==> config.mk <==
export PLATFORM = sky130hd
export DESIGN_NAME = modular_exponentiation
export DESIGN_NICKNAME = d
export VERILOG_FILES = /design/src/rtl/modexp_pkg.sv /design/src/rtl/modular_exponentiation.sv /design/src/rtl/modexp_mmul.sv
export SDC_FILE = /design/constraint.sdc
export NUM_CORES = 1
export LEC_CHECK = 0
export BUFFER_PORTS_ARGS = -buffer_cell sky130_fd_sc_hd__buf_4
export CAP_MARGIN = 5
export CORE_MARGIN = 2
export CORE_UTILIZATION = 50
export CTS_BUF_LIST = sky130_fd_sc_hd__clkbuf_16
export DETAILED_ROUTE_END_ITERATION = 10
export GPL_TIMING_DRIVEN = 1
export PLACE_DENSITY = 0.7
export SYNTH_ARGS = -nofsm -noshare
export SYNTH_HDL_FRONTEND = slang
export SYNTH_HIERARCHICAL = 1
export SYNTH_SLANG_ARGS = --single-unit
==> constraint.sdc <==
create_clock -name clk_i -period 6.5 [get_ports clk_i]
set_input_delay 1.625 -clock clk_i [delete_from_list [all_inputs] [get_ports clk_i]]
set_output_delay 1.625 -clock clk_i [all_outputs]
set_load 0.03 [all_outputs]
==> src/rtl/modexp_pkg.sv <==
package modexp_pkg;

  typedef struct packed {
    logic start;
  } mmul_ctl_t;

  typedef struct packed {
    logic done;
  } mmul_sts_t;

endpackage

==> src/rtl/modular_exponentiation.sv <==
// Modular exponentiation, base_value_i ** exponent_i mod modulus.
// Input channel: base_value_i and exponent_i, transfer on in_valid_i & in_ready_o.
// Output channel: power_mod_o, transfer on out_valid_o & out_ready_i.
// Modulus is written over the APB-style port with paddr[2] low; the user must write it
// only while the block is idle, which the block itself does not enforce. Modulus 0
// makes all arithmetic wrap modulo 2**DATA_WIDTH. One item at a time: two bit-serial
// modular multipliers, one for the square and one for the multiply. The base is reduced
// first, then for each exponent bit up to the highest set one a step state starts a
// square and a multiply that run side by side. For exponent zero the result is one.
// in_ready_o rises together with out_valid_o.
// A finished result sits in an output register; the next item is taken while it
// waits. If the receiver still stalls when the following result is ready, the
// block holds that result and accepts nothing until the register frees.
// Reset clears the modulus to 1 and empties the output register.
module modular_exponentiation import modexp_pkg::*; #(
  parameter int unsigned DATA_WIDTH = 16,
  parameter int unsigned EXP_WIDTH  = 32
) (
  input  logic                  clk_i,
  input  logic                  rst_ni,
  input  logic                  psel,
  input  logic                  penable,
  input  logic                  pwrite,
  input  logic [2:0]            paddr,
  input  logic [31:0]           pwdata,
  output logic [31:0]           prdata,
  output logic                  pready,
  input  logic                  in_valid_i,
  output logic                  in_ready_o,
  input  logic [DATA_WIDTH-1:0] base_value_i,
  input  logic [EXP_WIDTH-1:0]  exponent_i,
  output logic                  out_valid_o,
  input  logic                  out_ready_i,
  output logic [DATA_WIDTH-1:0] power_mod_o
);

  localparam logic [2:0] S_IDLE = 3'd0;
  localparam logic [2:0] S_RED  = 3'd1;
  localparam logic [2:0] S_STEP = 3'd2;
  localparam logic [2:0] S_RUN  = 3'd3;
  localparam logic [2:0] S_DONE = 3'd4;

  localparam logic [DATA_WIDTH-1:0] One = DATA_WIDTH'(1);

  logic [2:0]            state_q;
  logic [2:0]            state_d;
  logic [DATA_WIDTH-1:0] modulus_q;
  logic [DATA_WIDTH-1:0] acc_q;
  logic [DATA_WIDTH-1:0] b_q;
  logic [EXP_WIDTH-1:0]  e_q;
  logic                  out_valid_q;
  logic [DATA_WIDTH-1:0] power_mod_q;
  logic                  in_xfer;
  logic                  out_free;
  logic                  cfg_wr;

  mmul_ctl_t             ctl_a;
  mmul_ctl_t             ctl_b;
  mmul_sts_t             sts_a;
  mmul_sts_t             sts_b;
  logic [DATA_WIDTH-1:0] mult_a;
  logic [DATA_WIDTH-1:0] addend_a;
  logic [DATA_WIDTH-1:0] res_a;
  logic [DATA_WIDTH-1:0] res_b;

  assign pready   = 1'b1;
  assign cfg_wr   = psel && penable && pwrite && !paddr[2];
  assign prdata   = paddr[2] ? 32'd0 : 32'(modulus_q);

  assign in_ready_o = (state_q == S_IDLE);
  assign in_xfer    = in_valid_i && in_ready_o;
  assign out_free   = !out_valid_q || out_ready_i;

  assign ctl_a.start = in_xfer || ((state_q == S_STEP) && (e_q != '0));
  assign ctl_b.start = (state_q == S_STEP) && (e_q != '0);
  assign mult_a      = (state_q == S_IDLE) ? base_value_i : acc_q;
  assign addend_a    = (state_q == S_RED) ? One : b_q;

  modexp_mmul #(.W(DATA_WIDTH)) u_mul (
    .clk_i     (clk_i),
    .rst_ni    (rst_ni),
    .ctl_i     (ctl_a),
    .mult_i    (mult_a),
    .addend_i  (addend_a),
    .modulus_i (modulus_q),
    .result_o  (res_a),
    .sts_o     (sts_a)
  );

  modexp_mmul #(.W(DATA_WIDTH)) u_sqr (
    .clk_i     (clk_i),
    .rst_ni    (rst_ni),
    .ctl_i     (ctl_b),
    .mult_i    (b_q),
    .addend_i  (b_q),
    .modulus_i (modulus_q),
    .result_o  (res_b),
    .sts_o     (sts_b)
  );

  always_comb begin
    state_d = state_q;
    unique case (state_q)
      S_IDLE: begin
        if (in_xfer) state_d = S_RED;
      end
      S_RED: begin
        if (sts_a.done) state_d = S_STEP;
      end
      S_STEP: begin
        state_d = (e_q == '0) ? S_DONE : S_RUN;
      end
      S_RUN: begin
        if (sts_a.done && sts_b.done) state_d = S_STEP;
      end
      S_DONE: begin
        if (out_free) state_d = S_IDLE;
      end
      default: state_d = S_IDLE;
    endcase
  end

  always_ff @(posedge clk_i or negedge rst_ni) begin
    if (!rst_ni) begin
      state_q     <= S_IDLE;
      modulus_q   <= One;
      out_valid_q <= 1'b0;
    end else begin
      state_q <= state_d;
      if (cfg_wr) modulus_q <= pwdata[DATA_WIDTH-1:0];
      if ((state_q == S_DONE) && out_free) begin
        out_valid_q <= 1'b1;
      end else if (out_ready_i) begin
        out_valid_q <= 1'b0;
      end
    end
  end

  always_ff @(posedge clk_i) begin
    if (in_xfer) begin
      e_q   <= exponent_i;
      acc_q <= One;
    end
    if ((state_q == S_RED) && sts_a.done) begin
      b_q <= res_a;
    end
    if ((state_q == S_RUN) && sts_a.done && sts_b.done) begin
      if (e_q[0]) acc_q <= res_a;
      b_q <= res_b;
      e_q <= e_q >> 1;
    end
    if ((state_q == S_DONE) && out_free) begin
      power_mod_q <= acc_q;
    end
  end

  assign out_valid_o = out_valid_q;
  assign power_mod_o = power_mod_q;

endmodule

==> src/rtl/modexp_mmul.sv <==
module modexp_mmul import modexp_pkg::*; #(
  parameter int unsigned W = 16
) (
  input  logic         clk_i,
  input  logic         rst_ni,
  input  mmul_ctl_t    ctl_i,
  input  logic [W-1:0] mult_i,
  input  logic [W-1:0] addend_i,
  input  logic [W-1:0] modulus_i,
  output logic [W-1:0] result_o,
  output mmul_sts_t    sts_o
);

  localparam int unsigned CW = $clog2(W + 1);

  logic [W-1:0]  sh_q;
  logic [W-1:0]  r_q;
  logic [W-1:0]  r_d;
  logic [CW-1:0] cnt_q;
  logic          busy_q;
  logic          done_q;
  logic [W+1:0]  t;
  logic [W+1:0]  m1;
  logic [W+1:0]  m2;
  logic [W+1:0]  d1;
  logic [W+1:0]  d2;

  // double the partial remainder, add the addend if the bit is set, fold back
  always_comb begin
    t  = {1'b0, r_q, 1'b0} + {2'b00, (sh_q[W-1] ? addend_i : {W{1'b0}})};
    m1 = {2'b00, modulus_i};
    m2 = {1'b0, modulus_i, 1'b0};
    d1 = t - m1;
    d2 = t - m2;
    if (modulus_i == '0) begin
      r_d = t[W-1:0];
    end else if (t >= m2) begin
      r_d = d2[W-1:0];
    end else if (t >= m1) begin
      r_d = d1[W-1:0];
    end else begin
      r_d = t[W-1:0];
    end
  end

  always_ff @(posedge clk_i or negedge rst_ni) begin
    if (!rst_ni) begin
      busy_q <= 1'b0;
      done_q <= 1'b0;
      cnt_q  <= '0;
    end else begin
      done_q <= 1'b0;
      if (ctl_i.start) begin
        busy_q <= 1'b1;
        cnt_q  <= CW'(W);
      end else if (busy_q) begin
        cnt_q <= cnt_q - 1'b1;
        if (cnt_q == CW'(1)) begin
          busy_q <= 1'b0;
          done_q <= 1'b1;
        end
      end
    end
  end

  always_ff @(posedge clk_i) begin
    if (ctl_i.start) begin
      sh_q <= mult_i;
      r_q  <= '0;
    end else if (busy_q) begin
      sh_q <= {sh_q[W-2:0], 1'b0};
      r_q  <= r_d;
    end
  end

  assign result_o   = r_q;
  assign sts_o.done = done_q;

endmodule

# After elaboration in Yosys (flattened, before gate mapping)
# Cells that the tools add are included.
[word_totals] reg_bits=178 wordCells=110
[op_classes] n_addsub=8 n_reduce_logical=24 mux=46 n_eq_ne=10 order_cmp=4
[ops] operator="$mux W16" n=20
[ops] operator="$sub A16 B16 Y16" n=4
[ops] operator="$mux W31" n=2
[ops] operator="$add A17 B16 Y18" n=2
[ops] operator="$ge A18 B16 Y1" n=2
[ops] operator="$ge A18 B17 Y1" n=2
[ops] operator="$logic_not A32 Y1" n=1
[ops] operator="$reduce_bool A32 Y1" n=1
[ops] operator="$mux W5" n=4
[ops] operator="$logic_not A16 Y1" n=1
[ops] operator="$mux W3" n=5
[ops] operator="$pmux W3 S5" n=1
[ops] operator="$mux W1" n=14
[ops] operator="$eq A5 B1 Y1 const B" n=2
[ops] operator="$logic_and A1 B1 Y1" n=10
[ops] operator="$reduce_bool A2 Y1" n=5
[ops] operator="$sub A5 B1 Y5 const B" n=2
[ops] operator="$eq A3 B2 Y1 const B" n=2
[ops] operator="$ne A2 B1 Y1 const B" n=2
[ops] operator="$ne A2 B2 Y1 const B" n=2
[ops] operator="$reduce_and A4 Y1" n=1
[ops] operator="$eq A3 B1 Y1 const B" n=1
[ops] operator="$eq A3 B3 Y1 const B" n=1
[ops] operator="$logic_not A3 Y1" n=1
[ops] operator="other kinds (2)" n=4

# Depth between registers and ports, before layout
[depth] word_depth=8 mapped_depth=25 mapped_depth_nobuf=23

# By module
# The synthesis kept the hierarchy.
[by_module_without_submodules] mod="modular_exponentiation" area_per_inst_um2=4707.0 cells_each=338 seq_area_each_um2=2733.9 n_inst=1
[by_module_without_submodules] mod="modexp_mmul at u_mul" area_per_inst_um2=4296.6 cells_each=513 seq_area_each_um2=975.9 n_inst=1
[by_module_without_submodules] mod="modexp_mmul at u_sqr" area_per_inst_um2=4175.3 cells_each=494 seq_area_each_um2=975.9 n_inst=1

# Worst setup path after synthesis
# No wires, ideal clock.
[synth_path] kind="register -> register" from="reg state_q[2]" to="reg u_mul.r_q[4] (netlist: u_mul/result_o[4])" required_ns=6.383 slack_ns=1.384 arrival_ns=4.999 path_buffers=2 stages_incl_launch_ff=24 path_cell_list="dfrtp_1 -> buf_6 -> nand2b_1 -> nor2_1 -> and2b_1 -> and2_1 -> ha_1 -> nor2b_1 -> o31a_1 -> o21a_1 -> o21a_1 -> o21a_1 -> or3_1 -> and2_1 -> ha_1 -> and4_1 -> and3_1 -> a211oi_1 -> o21ai_0 -> a211oi_4 -> nand3_4 -> buf_6 -> o221a_2 -> a22o_1"
[synth_via] elab_chain_len=8 elab_cells_between_ends=16 cone_classes="add/sub (3); order compare (2); eq/ne (2); mux (5); reduce/logical (4)"
[synth_lines] element="start: declaration" line="modular_exponentiation.sv:45" text="logic [2:0] state_q;"
[synth_lines] element="start signal: assignment" line="modular_exponentiation.sv:129" text="state_q <= state_d;"
[synth_lines] element="$eq A3 B1 Y1 (*)" line="modular_exponentiation.sv:77" text="assign addend_a = (state_q == S_RED) ? One : b_q;"
[synth_lines] element="$mux W16 (*)" line="modular_exponentiation.sv:77"
[synth_lines] element="net addend_a[3]" line="modular_exponentiation.sv:62" text="logic [DATA_WIDTH-1:0] addend_a;"
[synth_lines] element="$mux W16 (*)" line="modexp_mmul.sv:30" text="t = {1'b0, r_q, 1'b0} + {2'b00, (sh_q[W-1] ? addend_i : {W{1'b0}})};"
[synth_lines] element="$add A17 B16 Y18 (*)" line="modexp_mmul.sv:30"
[synth_lines] element="$sub A16 B16 Y16 / $ge A18 B16 Y1 (equally long branches)" line="modexp_mmul.sv:33, modexp_mmul.sv:39"
[synth_lines] element="$mux W16" line="modexp_mmul.sv:39" text="end else if (t >= m1) begin"
[synth_lines] element="$mux W16" line="modexp_mmul.sv:37" text="end else if (t >= m2) begin"
[synth_lines] element="$mux W16 (*)" line="modexp_mmul.sv:35" text="if (modulus_i == '0) begin"
[synth_lines] element="end signal: assignment" line="modexp_mmul.sv:72" text="r_q <= r_d;"
[synth_lines] element="end: declaration" line="modexp_mmul.sv:17" text="logic [W-1:0] r_q;"
# The timed path passes the listed nets; every way through them passes the cells marked *.
# A chain may end at the register's enable or synchronous reset.

# Worst setup path in the final report
[layout_path] from="reg state_q[2]" to="reg u_mul.r_q[15] (netlist: u_mul/result_o[15])"
# The elaborated chain is that of the path after synthesis.

==> reports/results.txt <==
The flow ran to the end, and the final reports show no timing, DRC or antenna violations. The tools report the post-route DRC violation count as 0. Share of final-layout standard cells stronger than drive strength 1: 21.03%.

The tool flagged a number of max-cap violations equal to 0. Entering global routing, the biggest net connects 49 pins. After synthesis, flip-flops and latches occupy 35.55% of the total area. In the global route stage, met1 resource usage came out at 34.97%.

The logs give 1785 for the final cell count without fillers and 0.44 ns for the clock insertion delay at the later pin of the skew report. The cell accounting for the most synthesized area is edfxtp_1. Most instantiated flip-flop cell in the synthesis netlist: edfxtp_1.

After clock tree synthesis, the clock-pin slew on the worst setup and hold paths is 0.07 ns. In this run the remaining antenna-violating nets after routing total 0. In the global route stage, overall resource usage came out at 23.79%. The effective utilization at floorplan came out at 50.72%.

The worst-path maximum fanout is 13. For the clock skew, the log shows 0.01397 ns. The count of standard-cell rows was 59; the floorplan die width was 166.4 um. The overall die height is 166.4 um.

Routability-driven placement finished with a final weighted congestion of 0.9228. The detailed router placed 10.46k vias in this run. Post-route fraction of the period consumed by the critical path: 92.58%. Number of setup buffers added after CTS: 0.

For this run, global-route usage on met3 was measured as 3.765%. In the final routed layout, each cell accounts on average for 18.69 um. Global-route wire length before repair: 53140 um. After synthesis the netlist holds a flip-flop and latch count of 178.

In the post-synthesis netlist, the biggest area contributors are edfxtp_1 22%, ha_1 9.3%, dfxtp_1 7.4%, mux2_2 7.3%, dfrtp_1 6.3%. The class of the most critical setup path was reg2reg. After synthesis, the largest area contributor takes up 21.65% of total cell area.

At the placement stage, the worst setup path has a slack of 0.5820 ns. The die covers 27670 um2. The run gives 0 as the count of final setup violators.

Once placement completed, the tool counted placed cells totaling 1753. The count of buffers added on input and output ports is 105. Arrival time reported for the critical path endpoint: 6.32 ns.

TritonCTS built the clock tree. Compared with the post-synthesis result, the final layout area differs by 12.14%. Setup repair after global routing left no endpoint under its margin.

Using the TritonRoute via totals, the vias-per-cell ratio works out to 5.860. In this run, synthesis inferred 95 flip-flops with an integrated enable. The core footprint is 25980 um2, and the proportion of synthesized flip-flops having asynchronous set or reset is 19.10%. Top-level port count: 141.

For the number of hold buffers added after CTS, the log shows 0. The layer flagged by global routing as most heavily used is met2. The violation count after the first detailed-routing iteration came out at 865. Post-CTS repair changed the size of 0 cells. The logs give 9848 for the via count of the first global-routing pass and 0 for the global route total overflow.

The sort of element at the end of the critical path is a flip-flop. After layout, the worst setup slack is 0.4825 ns. In the final timing run, aggregate negative setup slack is 0 ns. For the total count of hold-check failures in the final report, the log shows 0. The post-route minimum period works out to 6.017 ns. CTS placed an instance of clkbuf_16 at the clock tree root.

The final layout contains 1631 nets. Counting every sink on the clock net gives 178. The number of antenna violations at the first check in global routing is 0, and the synthesized area per cell is 9.798 um2. Once detailed placement completed, the half-perimeter wirelength came to 25420 um.

The longest clock path from root to sink contains 2 buffers. Transition time at the pin with the least slew margin: 1.033 ns. Measured against its own limit, the worst slew margin works out to 30.92%.

For this run, the detailed router's first-pass iteration total came to 5. The count of pins over their slew limit is 0. The synthesized netlist contains 92 unique library cells. The mapped netlist covers 13180 um2. For this block, the routed nets add up to 33360 um of wire. For the number of H-tree levels, the log shows 4. The logs give 0.48 ns for the register-to-register setup slack and 17 for the CTS buffer count. For met2 alone, demand over resource in global routing was 37.42%.

The tools report the highest clock rate as 166.2 MHz. Type of origin of the critical path: a flip-flop. 0 antenna diodes ended up in the layout. Synthesis produced 1345 cells. The path class of the tightest hold or removal check is reg2reg. The count of yosys warnings during synthesis was 6.

STA puts the critical path data required time at 6.80 ns.
==> cells in the final DEF, fill, tap and decap left out, types with 36 or more instances in the layout <==
cell        n
o21ai_0    63
a21oi_1    64
xnor2_1    44
edfxtp_1   95
buf_4     113
and2_1     36
dfxtp_1    49
ha_1       98
nand2_1    80
mux2_2     85
nor2_1     96
nor2b_1    36
inv_1      96
==> sequential cells by signal, summed over array words and instances, names as in the netlist, 3 cells and up <==
register        count
u_mul/cnt_q         5
power_mod_o        16
e_q                32
b_q                16
u_sqr/sh_q         16
state_q             3
u_sqr/cnt_q         5
u_mul/result_o     16
modulus_q          16
u_mul/sh_q         16
acc_q              16
u_sqr/result_o     16
==> synth_stat cells (all sizes together), types with 36 or more instances <==
cell,n
inv,96
o21ai,75
dfxtp,49
and2,36
xnor2,44
ha,98
nand2,82
edfxtp,95
nor2,97
buf,37
a21oi,65
nor2b,37
mux2,112
==> layout make-up <==
type,instances,area [um2]
Multi-Input combinational cell,1031,7835
Fill cell,2278,11210
Timing Repair Buffer,113,848.3
Clock buffer,17,425.4
Sequential cell,178,4686
Tap cell,335,419.2
Inverter,96,360.3
Clock inverter,15,205.2
==> routing by layer <==
| layer | part of all wire [%] | wire [um] | vias up |
|---|---|---|---|
| met2 | 45 | 15080 | 347 |
| met4 | 1.0 | 348 | 0 |
| met5 | 0 | 0 | - |
| li1 | - | - | 5095 |
| met3 | 6.1 | 2036 | 20 |
| met1 | 48 | 15900 | 4998 |
==> path summary, 6_finish.rpt <==
check / cells past startpoint / endpoint / start
max: 20 / u_mul/result_o[15] / state_q[2]
min: 0 / power_mod_o[9] / acc_q[9]
max reg2reg: 20 / u_mul/result_o[15] / state_q[2]
min reg2reg: 0 / power_mod_o[9] / acc_q[9]
max in group asynchronous: 1 / modulus_q[13] / rst_ni
min in group asynchronous: 1 / u_mul/cnt_q[1] / rst_ni
==> critical path, cell delays in order (launching register included) <==
cell       delay (ns)
dfrtp_1          0.49
nand2b_1         0.21
nor2_1           0.25
buf_4            0.24
and2b_1          0.19
and2_1           0.15
ha_1             0.33
a21oi_1          0.16
o21ai_0          0.24
a221oi_1         0.67
xnor2_1          0.24
inv_1            0.10
ha_1             0.46
nand4_1          0.13
nor3b_1          0.42
a211oi_1         0.17
o21ai_0          0.41
a211o_1          0.19
nand2_1          0.25
a2111oi_0        0.48
a211oi_1         0.11
==> metrics by stage <==
stage,hold slack (ns),utilization (%),cell area [um2]
finish,0.4766,56.88,14780
floorplan,0.4259,-,13240
global placement,0.4513,54.44,14150
detailed placement,0.4595,54.44,14150
global route,0.4938,56.88,14780
CTS,0.4776,56.87,14780
==> kinds of logic after synthesis <==
| family | Yosys count | share of synthesized area, % |
|---|---|---|
| xor gates and xnor gates | 74 | 4.918 |
| and+or+nand+nor | 400 | 16.06 |
| adders and majority gates | 104 | 10.22 |
| DFF | 178 | 35.55 |
| other | 2 | 0.05699 |
| buffers and inverters | 151 | 5.478 |
| muxes | 118 | 10.79 |
| AOI/OAI and AO/OA | 318 | 16.92 |
Power is left out: the tool's default activity adds up to more than one toggle a clock period on the data nets, which glitch-free logic cannot reach.
